==> src/design/gd3_pkg.sv <==
// Shared types, constants and helpers for the 3x3 grayscale dilation unit.
// No dependencies; used by every module of the block.
package gd3_pkg;

  // Pixel and register field widths
  localparam int PIX_W       = 8;
  localparam int WIDTH_REG_W = 11;
  localparam int ROW_W       = 13;
  localparam int CFG_IDX_W   = 2;
  localparam int CFG_DATA_W  = 13;

  // Defaults and limits
  localparam int MAX_COLS_DEF = 1024;
  localparam logic [WIDTH_REG_W-1:0] WIDTH_RESET  = 11'd128;
  localparam logic [ROW_W-1:0]       HEIGHT_RESET = 13'd128;
  localparam logic [ROW_W-1:0]       HEIGHT_LIMIT = 13'd4096;

  // Item kinds
  typedef enum logic {
    MODE_PIXEL = 1'b0,
    MODE_FLUSH = 1'b1
  } mode_e;

  // Configuration register indexes
  typedef enum logic [CFG_IDX_W-1:0] {
    CFG_IMAGE_WIDTH  = 2'd0,
    CFG_IMAGE_HEIGHT = 2'd1
  } cfg_reg_e;

  typedef struct packed {
    mode_e            mode;
    logic [PIX_W-1:0] pixel_in;
  } in_item_t;

  typedef struct packed {
    logic [PIX_W-1:0] pixel_out;
    logic             frame_last;
  } out_item_t;

  // Per-word control decided at accept time, consumed by the window stage
  typedef struct packed {
    logic emit_start;  // row start: emit last pixel of the row two above
    logic emit_inner;  // inside a row: emit pixel one left, one up
    logic frame_end;   // last output of the frame, restart afterwards
    logic use_top;     // older store holds a real row
    logic use_mid;     // newer store holds a real row
    logic use_bot;     // incoming pixel is real (not draining)
    logic wide;        // image at least two pixels wide
    logic col_ge2;     // leftmost window column lies inside the image
  } ctrl_t;

  function automatic logic [PIX_W-1:0] max2(input logic [PIX_W-1:0] a,
                                            input logic [PIX_W-1:0] b);
    max2 = (a > b) ? a : b;
  endfunction

  function automatic logic [PIX_W-1:0] max3(input logic [PIX_W-1:0] a,
                                            input logic [PIX_W-1:0] b,
                                            input logic [PIX_W-1:0] c);
    max3 = max2(max2(a, b), c);
  endfunction

endpackage

==> src/design/gd3_window.sv <==
// 3x3 window of pixels and the neighborhood maximum for one word.
// Depends on gd3_pkg for the control struct and max helpers.
module gd3_window (
  input  logic                      clk_i,
  input  logic                      rst_ni,
  input  logic                      clear_i,
  input  logic                      adv_i,
  input  gd3_pkg::ctrl_t            ctrl_i,
  input  logic [gd3_pkg::PIX_W-1:0] pix_i,
  input  logic [gd3_pkg::PIX_W-1:0] top_i,
  input  logic [gd3_pkg::PIX_W-1:0] mid_i,
  output logic [gd3_pkg::PIX_W-1:0] result_o
);

  // [column][row], column 2 newest, row 0 top
  logic [2:0][2:0][gd3_pkg::PIX_W-1:0] win_q, win_d;
  logic [gd3_pkg::PIX_W-1:0] top, mid, bot;
  logic [gd3_pkg::PIX_W-1:0] max_new, max_c2, max_c1;
  logic [gd3_pkg::PIX_W-1:0] start_val, inner_val;

  // Mask rows that lie outside the image
  assign top = ctrl_i.use_top ? top_i : '0;
  assign mid = ctrl_i.use_mid ? mid_i : '0;
  assign bot = ctrl_i.use_bot ? pix_i : '0;

  assign max_new = gd3_pkg::max3(top, mid, bot);
  assign max_c2  = gd3_pkg::max3(win_q[2][0], win_q[2][1], win_q[2][2]);
  assign max_c1  = gd3_pkg::max3(win_q[1][0], win_q[1][1], win_q[1][2]);

  // Row start uses the window before the shift, inner outputs after it
  assign start_val = gd3_pkg::max2(max_c2, ctrl_i.wide ? max_c1 : '0);
  assign inner_val = gd3_pkg::max3(max_new, max_c2, ctrl_i.col_ge2 ? max_c1 : '0);
  assign result_o  = ctrl_i.emit_start ? start_val : inner_val;

  // Shift in the new column, or clear at the end of the frame or on a restart
  always_comb begin
    win_d = win_q;
    if (clear_i) begin
      win_d = '0;
    end else if (adv_i) begin
      if (ctrl_i.frame_end) begin
        win_d = '0;
      end else begin
        win_d[0] = win_q[1];
        win_d[1] = win_q[2];
        win_d[2] = {bot, mid, top};
      end
    end
  end

  always_ff @(posedge clk_i or negedge rst_ni) begin
    if (!rst_ni) begin
      win_q <= '0;
    end else begin
      win_q <= win_d;
    end
  end

endmodule

==> config.mk <==
export PLATFORM = sky130hd
export DESIGN_NAME = gd3_window
export DESIGN_NICKNAME = d
export VERILOG_FILES = /design/src/design/gd3_pkg.sv /design/src/design/gd3_window.sv
export SDC_FILE = /design/constraint.sdc
export NUM_CORES = 1
export LEC_CHECK = 0
export ABC_AREA = 0
export ABC_CLOCK_PERIOD_IN_PS = 27500
export BUFFER_PORTS_ARGS = -buffer_cell sky130_fd_sc_hd__buf_2
export CAP_MARGIN = 20
export CORE_ASPECT_RATIO = 1.25
export CORE_MARGIN = 5
export CORE_UTILIZATION = 57
export DETAILED_ROUTE_END_ITERATION = 6
export GPL_ROUTABILITY_DRIVEN = 0
export PLACE_DENSITY_LB_ADDON = 0.1
export SETUP_SLACK_MARGIN = 0.3
export SYNTH_ARGS = -nofsm -noshare
export SYNTH_HDL_FRONTEND = slang
export SYNTH_SLANG_ARGS = --single-unit
==> constraint.sdc <==
create_clock -name clk_i -period 27.5 [get_ports clk_i]
set_input_delay 5.5 -clock clk_i [delete_from_list [all_inputs] [get_ports clk_i]]
set_output_delay 5.5 -clock clk_i [all_outputs]
set_load 0.02 [all_outputs]
==> impl_metrics.ini, run 1 <==
[clocking]
number_of_gates_given_a_new_drive_strength_after_cts = 0
clk_pin_slew_worst_paths_ns = 0.08
ctsRootBufferMaster = clkbuf_8
cts.path.max_buffers = 2
worst_skew_pair_later_pin_latency_ns = 0.30
cts_inserted_buffers = 5
cts_tree = yes
post-cts-setup-buffer-count = 0
cts_htree_levels = 2
hold_buffers = 0
cts.sinks = 48

[worst_setup_path]
worstReg2RegStart = win_q[56]
rr_worst_depth = 1
worst_ep_required_time_ns = 22.00
reg2reg_setup_slack_ns = 26.68
critPathMaxStageDelay_ns = 0.76
cpLargestDelayFamily = compound AO/OA/AOI/OAI gates
critPathCaptureType = output port
critical_path_depth = 30
critPathKind = input pin to output port
reg2reg_to = win_q[32]
critical_path.max_fanout = 11
worst_path_max_delay_cell = o22ai_1
crit_path_frequent_cell = ha_1
crit_start_category = input pin
crit_buf_inv = 3
setup.worst_path.end = result_o[2]
worst-endpoint-arrival_ns = 13.41
setup.worst_path.start = ctrl_i[4]

[synthesis]
mappedNetlistArea_sq_um = 4780
synth-edff-count = 0
yosysWarnings = 0
synth_largest_type_area_fraction = 0.251
synth-seq-area-share = 0.251
ys_seq_elements = 48
post_synth_most_frequent_cells = 81 x nand2_1, 72 x ha_1, 62 x inv_1
netlist_top_cells_area = dfrtp_1 25%, ha_1 19%, o211ai_1 6.4%
post-synth-top-count-cell = nand2_1
yosysTopAreaCell = dfrtp_1
synth.avg_cell_area_sq_um = 8.11
synth.net_count = 698
synthFlopType = dfrtp_1
ys_types = 47
syn-instance-count = 590
async_flop_share = 1.00

[route]
detailedRoute.firstIterationViolations = 288
antenna_left = 0
wire_per_inst_um = 18.5
drt-pass1-iter-count = 5
final_routed_wirelength_across_all_metal_layers_mm = 13.2
drc = 0
via_count = 4609
routed_via_density = 6.46

[power]
total_power_w = 0.000292
ir_drop_mv = 0.0329
power.leakage_nw = 2.30
pwr_density_cell_nw_per_um2 = 56.7

[cells_and_area]
largest_registers = win_q: 48 flops
final_layout_size_suffix_gt1_frac = 0.130
design.final.nets = 724
largest_register_ff_count = 48
regMostFlops = win_q
antenna_cells = 0
stdcell_area_sq_um = 5150
area_growth_syn_to_layout_pct = 7.69

[floorplanning]
die_height_um = 112
die_area_sq_um = 10300
pin_count = 44
rows = 37
core_region_area_sq_um = 8190
die_w_um = 91.9
floorplan.initialDensity = 0.584

[global_routing]
gr-usage-all-layers = 0.260
grt_pass1_vias = 4566
wire_length_of_the_first_global_routing_pass_mm = 21.8
grt_max_degree = 49
antenna_found_initial = 0
grt_overflow = 0

[sta]
fmaxAchievable_mhz = 52.9
worst_clock_skew_ns = 0.00818
setup_viol_count_final = 0
rsz0062_at_grt = no
final_critical_path_setup_slack_ns = 8.59
final.period_utilization = 0.688
worstMarginPinSlew_ns = 1.05
slew_headroom = 0.289
finalSetupTns_ns = 0
post-route-min-period_ns = 18.91
final_max_slew_viol_count = 0
hold_viol = 0

[placed_design]
place.port_buffers = 42
post_placement_worst_setup_slack_ns = 8.68
hpwl_detailed_mm = 10.6
placement.cell_area_sq_um = 5030

[worst_hold_path]
hold_path.class = register to register

[status]
status = completed

[flow_run]
max_cap_viols = 0
==> power breakdown <==
part / leakage [nW] / total [W] / switching (W) / internal [W]
clock network: 0.0510 / 0.0000426 / 0.0000225 / 0.0000201
registers: 0.666 / 0.0000729 / 0.00000138 / 0.0000716
logic: 1.58 / 0.000176 / 0.000111 / 0.0000656
total: 2.30 / 0.000292 / 0.000135 / 0.000157
==> kinds of logic (layout without fill, tap and decap cells) <==
family,after synthesis,after routing,synth area share
buffers and inverters,88,115,0.0699
adders and majority gates,72,72,0.188
AOI/OAI and AO/OA,200,200,0.281
DFF,48,48,0.251
muxes,23,23,0.0521
and+or+nand+nor,159,159,0.158
==> area by class of cell <==
cell class,count,area [sq um]
clock buffer,6,82.6
clock inverter,2,10.0
fill,754,3040
inverter,62,233
multi-input combinational,454,3250
sequential,48,1200
tap,97,121
timing repair buffer,45,253
==> layout by cell type (no fill, tap or decap), types with 3 or more instances in the layout <==
master	count
buf_2	42
inv_1	62
mux2i_1	8
ha_1	72
nand4_1	18
a221oi_1	7
nand2_1	81
mux2_2	15
nand3_1	13
o22ai_1	3
a31oi_1	8
o211ai_1	41
a21boi_0	3
o21ai_0	61
a211oi_1	3
dfrtp_1	48
o21a_1	4
a22o_1	10
or2_2	3
a32oi_1	8
nor2_1	14
nor2b_1	9
clkbuf_8	6
a21oi_1	32
o2111ai_1	7
and2_1	11
==> worst min-delay path by stage <==
stage,endpoint,from,cells after the start
after floorplan,win_q[39],win_q[39],2
after global placement,win_q[39],win_q[39],2
after detailed placement,win_q[39],win_q[39],2
after CTS,win_q[39],win_q[39],2
after global routing,win_q[39],win_q[39],2
final,win_q[39],win_q[39],2
==> per-stage QoR <==
stage	instances	util	hold slack [ns]
after floorplan	590	-	0.450
after global placement	705	0.614	0.470
after detailed placement	705	0.614	0.503
after CTS	713	0.625	0.521
after global routing	714	0.628	0.545
final	714	0.628	0.514
==> per-layer routing <==
layer	track usage	wire length, um
met2	0.465	6610
met5	0	0
met4	0.106	437
met1	0.316	5490
met3	0.0282	646
(Power assumes the default switching activity.)
==> inputs of run 2 (changes only) <==
--- a/config.mk
+++ b/config.mk
@@ -5,8 +5,8 @@
 export SDC_FILE = /design/constraint.sdc
 export NUM_CORES = 1
 export LEC_CHECK = 0
-export ABC_AREA = 0
-export ABC_CLOCK_PERIOD_IN_PS = 27500
+export ABC_AREA = 1
+export ABC_CLOCK_PERIOD_IN_PS = 18000
 export BUFFER_PORTS_ARGS = -buffer_cell sky130_fd_sc_hd__buf_2
 export CAP_MARGIN = 20
 export CORE_ASPECT_RATIO = 1.25
==> constraint.sdc (replaced) <==
create_clock -name clk_i -period 18 [get_ports clk_i]
set_input_delay 3.6 -clock clk_i [delete_from_list [all_inputs] [get_ports clk_i]]
set_output_delay 3.6 -clock clk_i [all_outputs]
set_load 0.02 [all_outputs]
==> run 2 against run 1 <==
Net effect:
- setup slack lost 3.6 ns
- clock-buffer cell count is the same
- power grew 130%
- combinational power grew to 2.8 times the previous value
- global-route usage grew 0.20 points
- cell area grew 1.4%
- clock skew shrank 0.00080 ns
- worst hold slack gained 0.072 ns
- critical endpoint is now result_o[1]
==> impl_metrics.ini, run 2 <==
[power]
ir_drop_mv = 0.0593
total_power_w = 0.000677
pwr_density_cell_nw_per_um2 = 130
power.leakage_nw = 2.98

[status]
status = completed

[floorplanning]
floorplan.initialDensity = 0.584
die_height_um = 113
die_w_um = 92.2
die_area_sq_um = 10400
core_region_area_sq_um = 8240
pin_count = 44
rows = 37

[synthesis]
netlist_top_cells_area = dfrtp_1 25%, ha_1 19%, nand2_1 15%
synth.net_count = 802
synthFlopType = dfrtp_1
yosysTopAreaCell = dfrtp_1
mappedNetlistArea_sq_um = 4810
async_flop_share = 1.00
synth-edff-count = 0
synth.avg_cell_area_sq_um = 6.93
post-synth-top-count-cell = nand2_1
yosysWarnings = 0
post_synth_most_frequent_cells = 186 x nand2_1, 109 x inv_1, 102 x nand3_1
ys_types = 33
syn-instance-count = 694
synth_largest_type_area_fraction = 0.250
synth-seq-area-share = 0.250
ys_seq_elements = 48

[route]
routed_via_density = 5.78
via_count = 4778
drt-pass1-iter-count = 5
detailedRoute.firstIterationViolations = 361
drc = 0
final_routed_wirelength_across_all_metal_layers_mm = 13.0
wire_per_inst_um = 15.8
antenna_left = 0

[cells_and_area]
area_growth_syn_to_layout_pct = 8.64
antenna_cells = 0
largest_register_ff_count = 48
layout.cells.most_common = nand2_1
layout.cells.most_common_list = 186 x nand2_1, 109 x inv_1, 102 x nand3_1
final_layout_size_suffix_gt1_frac = 0.129
design.final.nets = 836
regMostFlops = win_q
largest_registers = win_q: 48 flops

[clocking]
cts_tree = yes
worst_skew_pair_later_pin_latency_ns = 0.31
clk_pin_slew_worst_paths_ns = 0.08
cts_inserted_buffers = 5
ctsRootBufferMaster = clkbuf_8
post-cts-setup-buffer-count = 0
cts.sinks = 48
hold_buffers = 0
number_of_gates_given_a_new_drive_strength_after_cts = 0
cts.path.max_buffers = 2
cts_htree_levels = 2

[worst_setup_path]
reg2reg_setup_slack_ns = 17.16
critPathMaxStageDelay_ns = 0.37
critPathKind = input pin to output port
worst_path_max_delay_cell = a21oi_2
critPathCaptureType = output port
rr_worst_depth = 2
crit_start_category = input pin
worst_ep_required_time_ns = 14.40
worst-endpoint-arrival_ns = 9.39
reg2reg_to = win_q[33]
critical_path.max_fanout = 9
worstReg2RegStart = win_q[57]
cpLargestDelayFamily = simple AND/OR/NAND/NOR gates
crit_buf_inv = 8
crit_path_frequent_cell = nand2_1

[global_routing]
grt_max_degree = 49
grt_overflow = 0
wire_length_of_the_first_global_routing_pass_mm = 22.0
antenna_found_initial = 0
grt_pass1_vias = 4757
gr-usage-all-layers = 0.262

[worst_hold_path]
worstHoldPathCells = 2
holdPathEnd = win_q[46]
min_from = win_q[46]
hold_path.class = register to register

[sta]
worstMarginPinSlew_ns = 0.876
fmaxAchievable_mhz = 77.0
slew_headroom = 0.416
setup_viol_count_final = 0
final.period_utilization = 0.722
hold_viol = 0
worst_clock_skew_ns = 0.00738
final_max_slew_viol_count = 0
rsz0062_at_grt = no
finalSetupTns_ns = 0
post-route-min-period_ns = 12.99

[flow_run]
max_cap_viols = 0

[placed_design]
hpwl_detailed_mm = 10.8
place.port_buffers = 42
## run 2: changes by cell type after synthesis, sizes merged, moves of 15 or more
cell	previous run	this run
nand3	13	102
mux2	15	0
nand2	82	210
inv	62	114
o211ai	42	0
o21ai	61	6
o22ai	4	48
## run 2: worst max-delay path by stage
stage	from	to	cells after the start
global route	ctrl_i[4]	result_o[0]	45
floorplan	ctrl_i[3]	result_o[0]	40
CTS	ctrl_i[3]	result_o[1]	44
detailed placement	ctrl_i[3]	result_o[1]	44
global placement	ctrl_i[4]	result_o[1]	45
finish	ctrl_i[3]	result_o[1]	44
## run 2: logic make-up after synthesis
logic type               Yosys count  share of synthesized area
AO/OA/AOI/OAI                    103                      0.134
adder cells (fa/ha/maj)           72                      0.187
buffers and inverters            131                      0.103
flip-flops                        48                      0.250
AND/OR/NAND/NOR                  340                      0.326
## run 2: layout make-up
cell class | count | area, sq um
Multi-Input combinational cell | 515 | 3110
Fill cell | 770 | 3020
Sequential cell | 48 | 1200
Inverter | 114 | 430
Timing Repair Buffer | 44 | 238
Tap cell | 97 | 121
Clock buffer | 6 | 82.6
Clock inverter | 2 | 38.8
## run 2: stage by stage
step / util / worst slack [ns] / area (sq um) / hold WS [ns] / cells
after CTS: 0.631 / 5.14 / 5200 / 0.586 / 825
after global routing: 0.634 / 4.27 / 5220 / 0.604 / 826
after detailed placement: 0.617 / 5.16 / 5080 / 0.571 / 817
after floorplan: - / 5.96 / 4810 / 0.516 / 694
after global placement: 0.617 / 5.41 / 5080 / 0.552 / 817
final: 0.634 / 5.01 / 5220 / 0.586 / 826
## run 2: routing by layer
layer | global-route usage | part of all wire | vias to the layer above
li1 | - | - | 2379
met1 | 0.307 | 0.41 | 2149
met2 | 0.464 | 0.48 | 196
met3 | 0.0362 | 0.055 | 54
met4 | 0.130 | 0.050 | 0
met5 | 0 | 0 | -
## run 2: worst reg2reg max path, cell delays in order, from the launching register on
cell and delay (ns):
dfrtp_1 0.40, inv_1 0.18, o22ai_1 0.12
## run 2: power by group
part / switching [W] / internal [W]
Combinational: 0.000319 / 0.000165
Sequential: 0.00000110 / 0.000109
Clock: 0.0000363 / 0.0000454
==> inputs of run 3 (changes only) <==
--- a/config.mk
+++ b/config.mk
@@ -6,12 +6,12 @@
 export NUM_CORES = 1
 export LEC_CHECK = 0
 export ABC_AREA = 1
-export ABC_CLOCK_PERIOD_IN_PS = 18000
+export ABC_CLOCK_PERIOD_IN_PS = 11700
 export BUFFER_PORTS_ARGS = -buffer_cell sky130_fd_sc_hd__buf_2
 export CAP_MARGIN = 20
 export CORE_ASPECT_RATIO = 1.25
 export CORE_MARGIN = 5
-export CORE_UTILIZATION = 57
+export CORE_UTILIZATION = 55
 export DETAILED_ROUTE_END_ITERATION = 6
 export GPL_ROUTABILITY_DRIVEN = 0
 export PLACE_DENSITY_LB_ADDON = 0.1
==> constraint.sdc (replaced) <==
create_clock -name clk_i -period 11.7 [get_ports clk_i]
set_input_delay 2.34 -clock clk_i [delete_from_list [all_inputs] [get_ports clk_i]]
set_output_delay 2.34 -clock clk_i [all_outputs]
set_load 0.02 [all_outputs]
==> run 3 against run 2 <==
Net effect:
- wire length shrank 0.49%
- combinational power is 55% higher
- register-to-register slack worse by 6.3 ns
- core utilization shrank 2.7 points
- die area is 3.3% higher
- global-route usage fell by 0.75 points
- setup slack got worse by 3.8 ns
- sequential power rose by 55%
- flip-flop and latch count stayed put
==> impl_metrics.ini, run 3 (synthesized netlist as in run 2, its figures left out) <==
[sta]
worst_clock_skew_ns = 0.00322
final.period_utilization = 0.899
final_critical_path_setup_slack_ns = 1.19
rsz0062_at_grt = no
slew_headroom = 0.416
post-route-min-period_ns = 10.51
finalHoldWorstSlack_ns = 0.574
fmaxAchievable_mhz = 95.1
final_max_slew_viol_count = 0
finalSetupTns_ns = 0
setup_viol_count_final = 0
worstMarginPinSlew_ns = 0.876
hold_viol = 0

[cells_and_area]
final_layout_size_suffix_gt1_frac = 0.126
design.final.nets = 836
stdcell_area_sq_um = 5220
layout.cells.most_common = nand2_1
largest_register_ff_count = 48
regMostFlops = win_q
antenna_cells = 0
largest_registers = win_q: 48 flops
layout.cells.most_common_list = 186 x nand2_1, 109 x inv_1, 102 x nand3_1
area_growth_syn_to_layout_pct = 8.59

[clocking]
worst_skew_pair_later_pin_latency_ns = 0.29
cts_inserted_buffers = 5
number_of_gates_given_a_new_drive_strength_after_cts = 0
hold_buffers = 0
cts_tree = yes
cts.path.max_buffers = 2
clk_pin_slew_worst_paths_ns = 0.07
cts.sinks = 48
post-cts-setup-buffer-count = 0
ctsRootBufferMaster = clkbuf_8
cts_htree_levels = 2

[placed_design]
post_placement_worst_setup_slack_ns = 1.35
place.port_buffers = 42
hpwl_detailed_mm = 10.9
placement.cell_area_sq_um = 5110

[global_routing]
top_usage_layer = met2
gr-usage-all-layers = 0.254
grt_max_degree = 49
grt_overflow = 0
wire_length_of_the_first_global_routing_pass_mm = 21.6
grt_pass1_vias = 4629
met3_usage = 0.0250
antenna_found_initial = 0
routing_usage_on_met1 = 0.317
met2_capacity_usage_during_global_routing = 0.438

[worst_setup_path]
crit_start_category = input pin
worstReg2RegStart = win_q[66]
critPathMaxStageDelay_ns = 0.36
worst_ep_required_time_ns = 9.36
setup.worst_path.end = result_o[0]
rr_worst_depth = 2
worst-endpoint-arrival_ns = 8.17
critPathKind = input pin to output port
crit_path_frequent_cell = nand2_1
worst_path_max_delay_cell = a21oi_2
reg2reg_setup_slack_ns = 10.87
critical_path.max_fanout = 9
reg2reg_to = win_q[66]
critPathCaptureType = output port
setup.worst_path.start = ctrl_i[3]

[route]
antenna_left = 0
drc = 0
drt-pass1-iter-count = 5
detailedRoute.firstIterationViolations = 256
via_count = 4756
wire_per_inst_um = 15.2
final_routed_wirelength_across_all_metal_layers_mm = 12.9
routed_via_density = 5.60

[power]
pwr_density_cell_nw_per_um2 = 195
power_switching_w = 0.000544
clockPowerShare = 0.095
comb_power_share = 0.738
total_power_w = 0.00102
share_seq_of_total_power = 0.167
ir_drop_mv = 0.129
netSwitchingFraction = 0.535
p_int_w = 0.000472
power.leakage_nw = 2.96

[floorplanning]
die_height_um = 115
pin_count = 44
die_area_sq_um = 10700
rows = 38
die_w_um = 93.6
core_region_area_sq_um = 8610
floorplan.initialDensity = 0.559

[status]
status = completed

[worst_hold_path]
hold_path.class = register to register
min_from = win_q[37]

[flow_run]
max_cap_viols = 0
-- run 3: power by group through the flow --
stage,clock (W),combinational (W),sequential [W]
2_1_floorplan,0,0.000551,0.000173
3_3_place_gp,0,0.000712,0.000173
3_5_place_dp,0,0.000735,0.000173
4_1_cts,0.0000998,0.000737,0.000170
5_1_grt,0.000108,0.000836,0.000170
6_report,0.0000966,0.000749,0.000170
-- run 3: metal layers --
layer / routed length [um] / up-vias
li1: - / 2388
met1: 5390 / 2169
met2: 6260 / 160
met3: 650 / 39
met4: 641 / 0
met5: 0 / -
-- run 3: how the worst min path moves through the flow --
stage,depth (start not counted),endpoint,slack (ns)
floorplan,2,win_q[41],0.52
global placement,2,win_q[44],0.55
detailed placement,2,win_q[37],0.56
CTS,2,win_q[37],0.58
global route,2,win_q[28],0.61
finish,2,win_q[37],0.57
-- run 3: stage by stage --
step / std cells / utilization
3_5_place_dp: 840 / 0.594
2_1_floorplan: 694 / -
3_3_place_gp: 840 / 0.594
4_1_cts: 848 / 0.604
5_1_grt: 849 / 0.607
6_report: 849 / 0.607
-- run 3: critical path, delay by kind of cell --
kind,cells,cell delay [ns]
compound gates,9,1.39
fa+ha+maj,4,1.27
simple gates,23,2.20
buf+inv,8,0.94
-- run 3: area by class of cell --
class | count | area [sq um]
inverter | 114 | 430
tap | 120 | 150
fill | 819 | 3380
sequential | 48 | 1200
timing repair buffer | 44 | 238
multi-input combinational | 515 | 3110
clock buffer | 8 | 90.1
